===== config.mk =====
export PLATFORM = sky130hd
export DESIGN_NAME = rms_cell
export DESIGN_NICKNAME = d
export VERILOG_FILES = /design/src/hw/rtl/rms_pkg.sv /design/src/hw/rtl/rms_cell.sv
export SDC_FILE = /design/constraint.sdc
export NUM_CORES = 1
export LEC_CHECK = 0
export ABC_AREA = 1
export BUFFER_PORTS_ARGS = -buffer_cell sky130_fd_sc_hd__buf_2
export CELL_PAD_IN_SITES_DETAIL_PLACEMENT = 2
export CELL_PAD_IN_SITES_GLOBAL_PLACEMENT = 2
export CORE_MARGIN = 4
export CORE_UTILIZATION = 24
export CTS_CLUSTER_SIZE = 30
export DETAILED_ROUTE_END_ITERATION = 10
export PLACE_DENSITY = 0.8
export RECOVER_POWER = 25
export SYNTH_ARGS = -nofsm -noshare
export SYNTH_HDL_FRONTEND = slang
export SYNTH_SLANG_ARGS = --single-unit

===== constraint.sdc =====
create_clock -name i_clk -period 3.3 [get_ports i_clk]
set_input_delay 0.33 -clock i_clk [delete_from_list [all_inputs] [get_ports i_clk]]
set_output_delay 0.33 -clock i_clk [all_outputs]
set_load 0.01 [all_outputs]

===== src/hw/rtl/rms_pkg.sv =====
package rms_pkg;

    localparam int unsigned MAX_RECORDS_DEF = 64;
    localparam int unsigned ID_W    = 31;
    localparam int unsigned SCORE_W = 7;
    localparam int unsigned TOTAL_W = 9;
    localparam int unsigned KEY_W   = TOTAL_W + 3 * SCORE_W + ID_W;

    typedef struct packed {
        logic [ID_W-1:0]    student_id;
        logic [SCORE_W-1:0] score_a;
        logic [SCORE_W-1:0] score_b;
        logic [SCORE_W-1:0] score_c;
        logic [SCORE_W-1:0] score_d;
        logic               final_record;
    } t_rms_in;

    typedef struct packed {
        logic [ID_W-1:0]    out_id;
        logic [SCORE_W-1:0] out_a;
        logic [SCORE_W-1:0] out_b;
        logic [SCORE_W-1:0] out_c;
        logic [SCORE_W-1:0] out_d;
        logic [TOTAL_W-1:0] out_total;
        logic               out_last;
        logic               overflow;
    } t_rms_out;

    typedef struct packed {
        logic [ID_W-1:0]    id;
        logic [SCORE_W-1:0] a;
        logic [SCORE_W-1:0] b;
        logic [SCORE_W-1:0] c;
        logic [SCORE_W-1:0] d;
        logic [TOTAL_W-1:0] total;
    } t_rms_rec;

    typedef struct packed {
        logic     valid;
        t_rms_rec rec;
    } t_rms_slot;

    typedef struct packed {
        logic ins;
        logic shift;
    } t_rms_ctl;

    // Larger key ranks first; the inverted id makes the lower id win the last tie.
    function automatic logic [KEY_W-1:0] rms_key(input t_rms_rec r);
        return {r.total, r.a, r.b, r.c, ~r.id};
    endfunction

endpackage


===== src/hw/rtl/rms_cell.sv =====
module rms_cell (
    input  logic              i_clk,
    input  logic              i_rst_n,
    input  rms_pkg::t_rms_ctl i_ctl,
    input  rms_pkg::t_rms_rec i_new,
    input  rms_pkg::t_rms_slot i_left,
    input  logic              i_left_less,
    input  rms_pkg::t_rms_slot i_right,
    output rms_pkg::t_rms_slot o_slot,
    output logic              o_less
);

    logic              r_valid;
    rms_pkg::t_rms_rec r_rec;
    logic              n_valid;
    rms_pkg::t_rms_rec n_rec;

    // new record ranks ahead of what this cell holds (empty cells lose to anything)
    assign o_less = !r_valid || (rms_pkg::rms_key(i_new) > rms_pkg::rms_key(r_rec));
    assign o_slot = '{valid: r_valid, rec: r_rec};

    always_comb begin
        n_valid = r_valid;
        n_rec   = r_rec;
        if (i_ctl.shift) begin
            n_valid = i_right.valid;
            n_rec   = i_right.rec;
        end else if (i_ctl.ins && o_less) begin
            if (i_left_less) begin
                // make room: take the left neighbor, which moves one place down
                n_valid = i_left.valid;
                n_rec   = i_left.rec;
            end else begin
                n_valid = 1'b1;
                n_rec   = i_new;
            end
        end
    end

    always_ff @(posedge i_clk) begin
        if (!i_rst_n) begin
            r_valid <= 1'b0;
        end else begin
            r_valid <= n_valid;
        end
    end

    always_ff @(posedge i_clk) begin
        r_rec <= n_rec;
    end

endmodule


# Word-level counts from Yosys, hierarchy flattened
# Index checks and enable logic that the tools add are counted.
[classes]
n_lt_le_gt_ge = 1
mux = 6
n_bitwise = 2
reduce_logical = 4
[ops]
columns = ["op", "count"]
rows = [
  ["$mux W68", 3],
  ["$not A31 Y31", 2],
  ["$gt A61 B61 Y1", 1],
  ["$mux W1", 3],
  ["$reduce_bool A2 Y1", 1],
  ["$logic_and A1 B1 Y1", 1],
  ["$logic_not A1 Y1", 1],
  ["$logic_or A1 B1 Y1", 1],
]
[totals]
ff_bits = 69
input_bits = 211
out_inout_bits = 70
word_cells = 20

# Logic depth before layout (Yosys ltp)
[depth]
depth_word = 6
ltp_mapped = 17
ltp_nobuf = 17

# Worst setup path after synthesis
# No wires, ideal clock.
[synth_path]
kind = "register to register"
start = "reg r_rec (netlist bit o_slot[57])"
end = "reg r_rec (netlist bit o_slot[0]) (enable)"
setup_time_ns = 0.397
arrival_ns = 2.362
t_required_ns = 2.903
path_slack_ns = 0.541
stages_incl_launch_ff = 14
n_path_buf = 0
synth_period_minus_slack_ns = 2.759
path_cell_list = "edfxtp_1 ha_1 nand2_1 nor2_1 nand4_1 nor2_2 nand2_1 nand2_1 nand2_1 nand2_1 nand2_1 nand2_2 nand2_2 nand2_2"
[synth_between]
elab_chain_len = 5
[synth_lines]
columns = ["item", "line", "source"]
rows = [
  ["start, declared", "rms_cell.sv:14", "rms_pkg::t_rms_rec r_rec;"],
  ["start signal, assigned", "rms_cell.sv:49", "r_rec <= n_rec;"],
  ["$not A31 Y31", "rms_pkg.sv:50", "return {r.total, r.a, r.b, r.c, ~r.id};"],
  ["$gt A61 B61 Y1", "rms_cell.sv:19", "assign o_less = !r_valid || (rms_pkg::rms_key(i_new) > rms_pkg::rms_key(r_rec));"],
  ["$logic_or A1 B1 Y1", "rms_cell.sv:19", ""],
  ["via o_less", "rms_cell.sv:10", "output logic o_less"],
  ["$logic_and A1 B1 Y1", "rms_cell.sv:28", "end else if (i_ctl.ins && o_less) begin"],
  ["$reduce_bool A2 Y1 (no source line)", "--", ""],
]
# The timed path passes the listed nets, and every way through them passes these cells.
# A chain may end at the register's enable or synchronous reset.

# Worst setup path in the final report
[layout_path]
start = "reg r_rec (netlist bit o_slot[29])"
end = "reg r_rec (netlist bit o_slot[42]) (enable)"
[layout_between]
elab_chain_len = 4
[layout_lines]
columns = ["item", "line"]
rows = [
  ["$gt A61 B61 Y1", "rms_cell.sv:19"],
  ["$logic_or A1 B1 Y1", "rms_cell.sv:19"],
  ["$logic_and A1 B1 Y1", "rms_cell.sv:28"],
  ["$reduce_bool A2 Y1 (no source line)", "--"],
]
# No other way between the ends.

==> Flow_metrics.wiki <==
{| class="wikitable"
! Metric !! Value
|-
| Status || complete, no violations
|-
| Worst supply voltage drop on vdd || 0.000180 V
|-
| Cells taking the most area after synthesis || sky130_fd_sc_hd__edfxtp_1 (39%), sky130_fd_sc_hd__ha_1 (15%), sky130_fd_sc_hd__nand2_1 (11%), sky130_fd_sc_hd__a21oi_1 (9.7%), sky130_fd_sc_hd__inv_1 (6.2%)
|-
| Ports || 281
|-
| Clock latency reported for the late side of the worst-skew pair || about 0.34 ns
|-
| Worst relative slew slack || between 50% and 60%
|-
| Cts bufs inserted || 9
|-
| Post-DR wirelength/cell || ~18 um
|-
| Non-Filler Cell Area, Final || 7140 sq um
|-
| Mapped Cells || ~650
|-
| Critical path, cell by cell || inv_1 -> ha_1 -> nand2_1 -> nor3_2 -> nand3_2 -> nor2_4 -> nand2_1 -> nand2_1 -> nand2_1 -> nand2_2 -> nand2_2 -> nand2_4 -> buf_4
|-
| Total vias in the final route || about 5500
|-
| Area of the die || 24200 sq um
|-
| Crit end category || flop
|-
| Max-capacitance violation count || 0
|-
| Max Clock Skew || 0.0157 ns
|-
| Netlist cell types || 28
|-
| Largest net degree at the start of global routing || 63
|-
| Clock tree from TritonCTS || done
|-
| Area after detailed placement || 6920 sq um
|-
| Initial Util || 24.7%
|-
| Die Y || 156 um
|-
| GRT Residual Overflow || 0
|-
| Final core occ || 33.6%
|-
| Initial DRT Pass Iterations || 4
|-
| Tightest Hold Check Type || in -> reg
|-
| Mapped cell area || 5230 sq um
|-
| Horiz. Die Dim || 156 um
|-
| Total GRT Usage || about 17%
|-
| Classification of the worst setup path || reg -> reg
|-
| Setup repair after global routing missed its margin || no
|-
| Worst-case setup margin in the final layout || 0.755 ns
|-
| Final min period || 2.55 ns
|-
| Number of cell rows || 53
|-
| Slowest-stage cell, CP || sky130_fd_sc_hd__buf_4
|-
| Most common cell type on the critical path || sky130_fd_sc_hd__nand2_1
|-
| Final Wtd Congestion || 0.786
|-
| Share of flip-flops with an asynchronous set or reset || 0%
|-
| Buffer type at the clock tree root || sky130_fd_sc_hd__clkbuf_16
|-
| H-tree levels || 3
|-
| Synthesis warning total || 0
|-
| Most instantiated flip-flop cell in the synthesis netlist || sky130_fd_sc_hd__edfxtp_1
|-
| HPWL Detailed || 17000 um
|-
| Clock sink count || 69
|-
| Setup-violating endpoint count in the final report || 0
|-
| Max Root-Sink Buffers || 2
|-
| Synthesis-stage register bit count || 69
|-
| Cell family contributing the most delay on the critical path || simple AND/OR/NAND/NOR gates
|-
| Quantity of hold-fixing buffers added after cts || 0
|-
| Average cell area after synthesis || 8.07 sq um
|-
| Most area-hungry cell type in the Yosys netlist || sky130_fd_sc_hd__edfxtp_1
|-
| DRC violation count after routing || 0
|-
| Sequential fraction of the synthesis area || 39.4%
|-
| Final period utilization || about 77%
|-
| Number of cells upsized or downsized after cts || 0
|-
| Minimum setup slack after placement || 0.708 ns
|-
| Antenna violations before repair || 2
|-
| Number of port buffers || 280
|-
| Share of cells above drive strength 1 || 29.0%
|-
| Number of nets in the final layout || 1187
|-
| Leak || 3.57 nW
|-
| Via-to-Cell Ratio || 4.60
|-
| Leading cell types by count after synthesis || sky130_fd_sc_hd__nand2_1 (155), sky130_fd_sc_hd__a21oi_1 (101), sky130_fd_sc_hd__inv_1 (86)
|-
| Power per standard cell area || 402 nW/um^2
|-
| Maximum fanout along the worst path || 31
|-
| Worst stage delay on the critical path || between 0.4 and 0.5 ns
|-
| Global-route wire length before repair || 32100 um
|-
| Max Clock Freq || slightly below 400 MHz
|-
| Number of failing hold endpoints at the final stage || 0
|-
| Count leader, synth || sky130_fd_sc_hd__nand2_1
|-
| Pin slew with the least headroom to its limit || 0.693 ns
|-
| Req. time, crit path || between 3 and 4 ns
|-
| Area share of the largest cell type after synthesis || 39.0%
|-
| Routed WL || 21000 um
|-
| Number of global-route vias before repair || just under 6000
|-
| Core Box Area || 21200 sq um
|-
| Data arrival at the endpoint of the critical path || 2.52 ns
|-
| Number of violations reported at the end of detailed-routing iteration 0 || 188
|-
| Clock transition at the register clock pins on the worst setup and hold paths after CTS || 0.06 ns
|-
| Total count of max-transition violations in the final report || 0
|-
| Total setup buffers inserted after CTS || 0
|-
| Area growth from synthesis to final layout || 36.5%
|-
| Post-route setup TNS || 0 ns
|-
| Number of enable-type register cells in the synthesized netlist || just under 70
|-
| Net count after synthesis || between 900 and 1000
|-
| Number of buffers and inverters on the critical path || 2
|-
| Kind of start point of the critical path || flop
|-
| Number of inserted filler cells in the final layout || 2561
|-
| Total power of the final layout || ~2.9 mW
|-
| Post-detailed-route count of antenna-violating nets || 0
|}
-- worst min-delay path, stage by stage --
cell	delay [ns]
sky130_fd_sc_hd__buf_2	0.10
sky130_fd_sc_hd__o31ai_1	0.07
sky130_fd_sc_hd__a21oi_2	0.03
-- area by class of cell --
class / instances / area, sq um / area share (%)
Sequential cell: 69 / 2060 / 28.9
Tap cell: 275 / 344 / 4.82
Clock inverter: 5 / 51.3 / 0.719
Antenna cell: 1 / 2.50 / 0.0351
Multi-Input combinational cell: 458 / 2700 / 37.8
Inverter: 90 / 339 / 4.75
Clock buffer: 11 / 233 / 3.26
Timing Repair Buffer: 287 / 1410 / 19.7
-- registers in the layout (all words and copies together) (netlist names) --
name / count
r_valid: 1
o_slot: 68
-- routing by layer --
layer / vias up / wire, um / share of wire, % / GRT usage, %
li1: 2707 / - / - / -
met1: 2601 / 8810 / 42 / 20.3
met2: 175 / 10700 / 51 / 30.8
met3: 19 / 1160 / 5.5 / 2.86
met4: 2 / 310 / 1.5 / 4.71
met5: - / 7 / 0.033 / 0
-- metrics by stage --
stage	cells	hold slack, ns
2_1_floorplan	648	0.471
3_3_place_gp	1179	0.589
3_5_place_dp	1179	0.587
4_1_cts	1195	0.223
5_1_grt	1196	0.233
6_report	1196	0.241
-- where the power goes --
group | internal, mW | total [mW] | switching [mW]
clock | 0.582 | 0.979 | 0.397
sequential | 1.08 | 1.12 | 0.0474
combinational | 0.314 | 0.769 | 0.455
-- logic make-up after synthesis --
logic type | Yosys count | share of synthesized area, %
AO/OA/AOI/OAI | 164 | 18.7
adder cells (fa/ha/maj) | 61 | 14.6
buffers and inverters | 121 | 9.04
flip-flops | 69 | 39.4
AND/OR/NAND/NOR | 233 | 18.3
-- cell usage in the layout, fill, tap and decap left out, types with 9 or more instances in the layout --
cell type,synthesis,final
sky130_fd_sc_hd__nor2_1,58,58
sky130_fd_sc_hd__ha_1,61,61
sky130_fd_sc_hd__inv_1,86,86
sky130_fd_sc_hd__o211ai_1,28,28
sky130_fd_sc_hd__nand2_1,155,155
sky130_fd_sc_hd__clkbuf_16,0,9
sky130_fd_sc_hd__buf_2,6,228
sky130_fd_sc_hd__a21oi_1,101,101
sky130_fd_sc_hd__o21a_1,28,28
sky130_fd_sc_hd__edfxtp_1,68,68
sky130_fd_sc_hd__clkbuf_1,18,53
-- final timing paths --
path                   startpoint                    to  slack (ns)  depth (start not counted)
max          o_slot[29]$_DFFE_PP_  o_slot[42]$_DFFE_PP_        0.75                         13
min                       i_rst_n  r_valid$_SDFFE_PN0P_        0.24                          3
max reg2reg  o_slot[29]$_DFFE_PP_  o_slot[42]$_DFFE_PP_        0.75                         13
min reg2reg  r_valid$_SDFFE_PN0P_  r_valid$_SDFFE_PN0P_        0.66                          2
(Power assumes the default switching activity.)
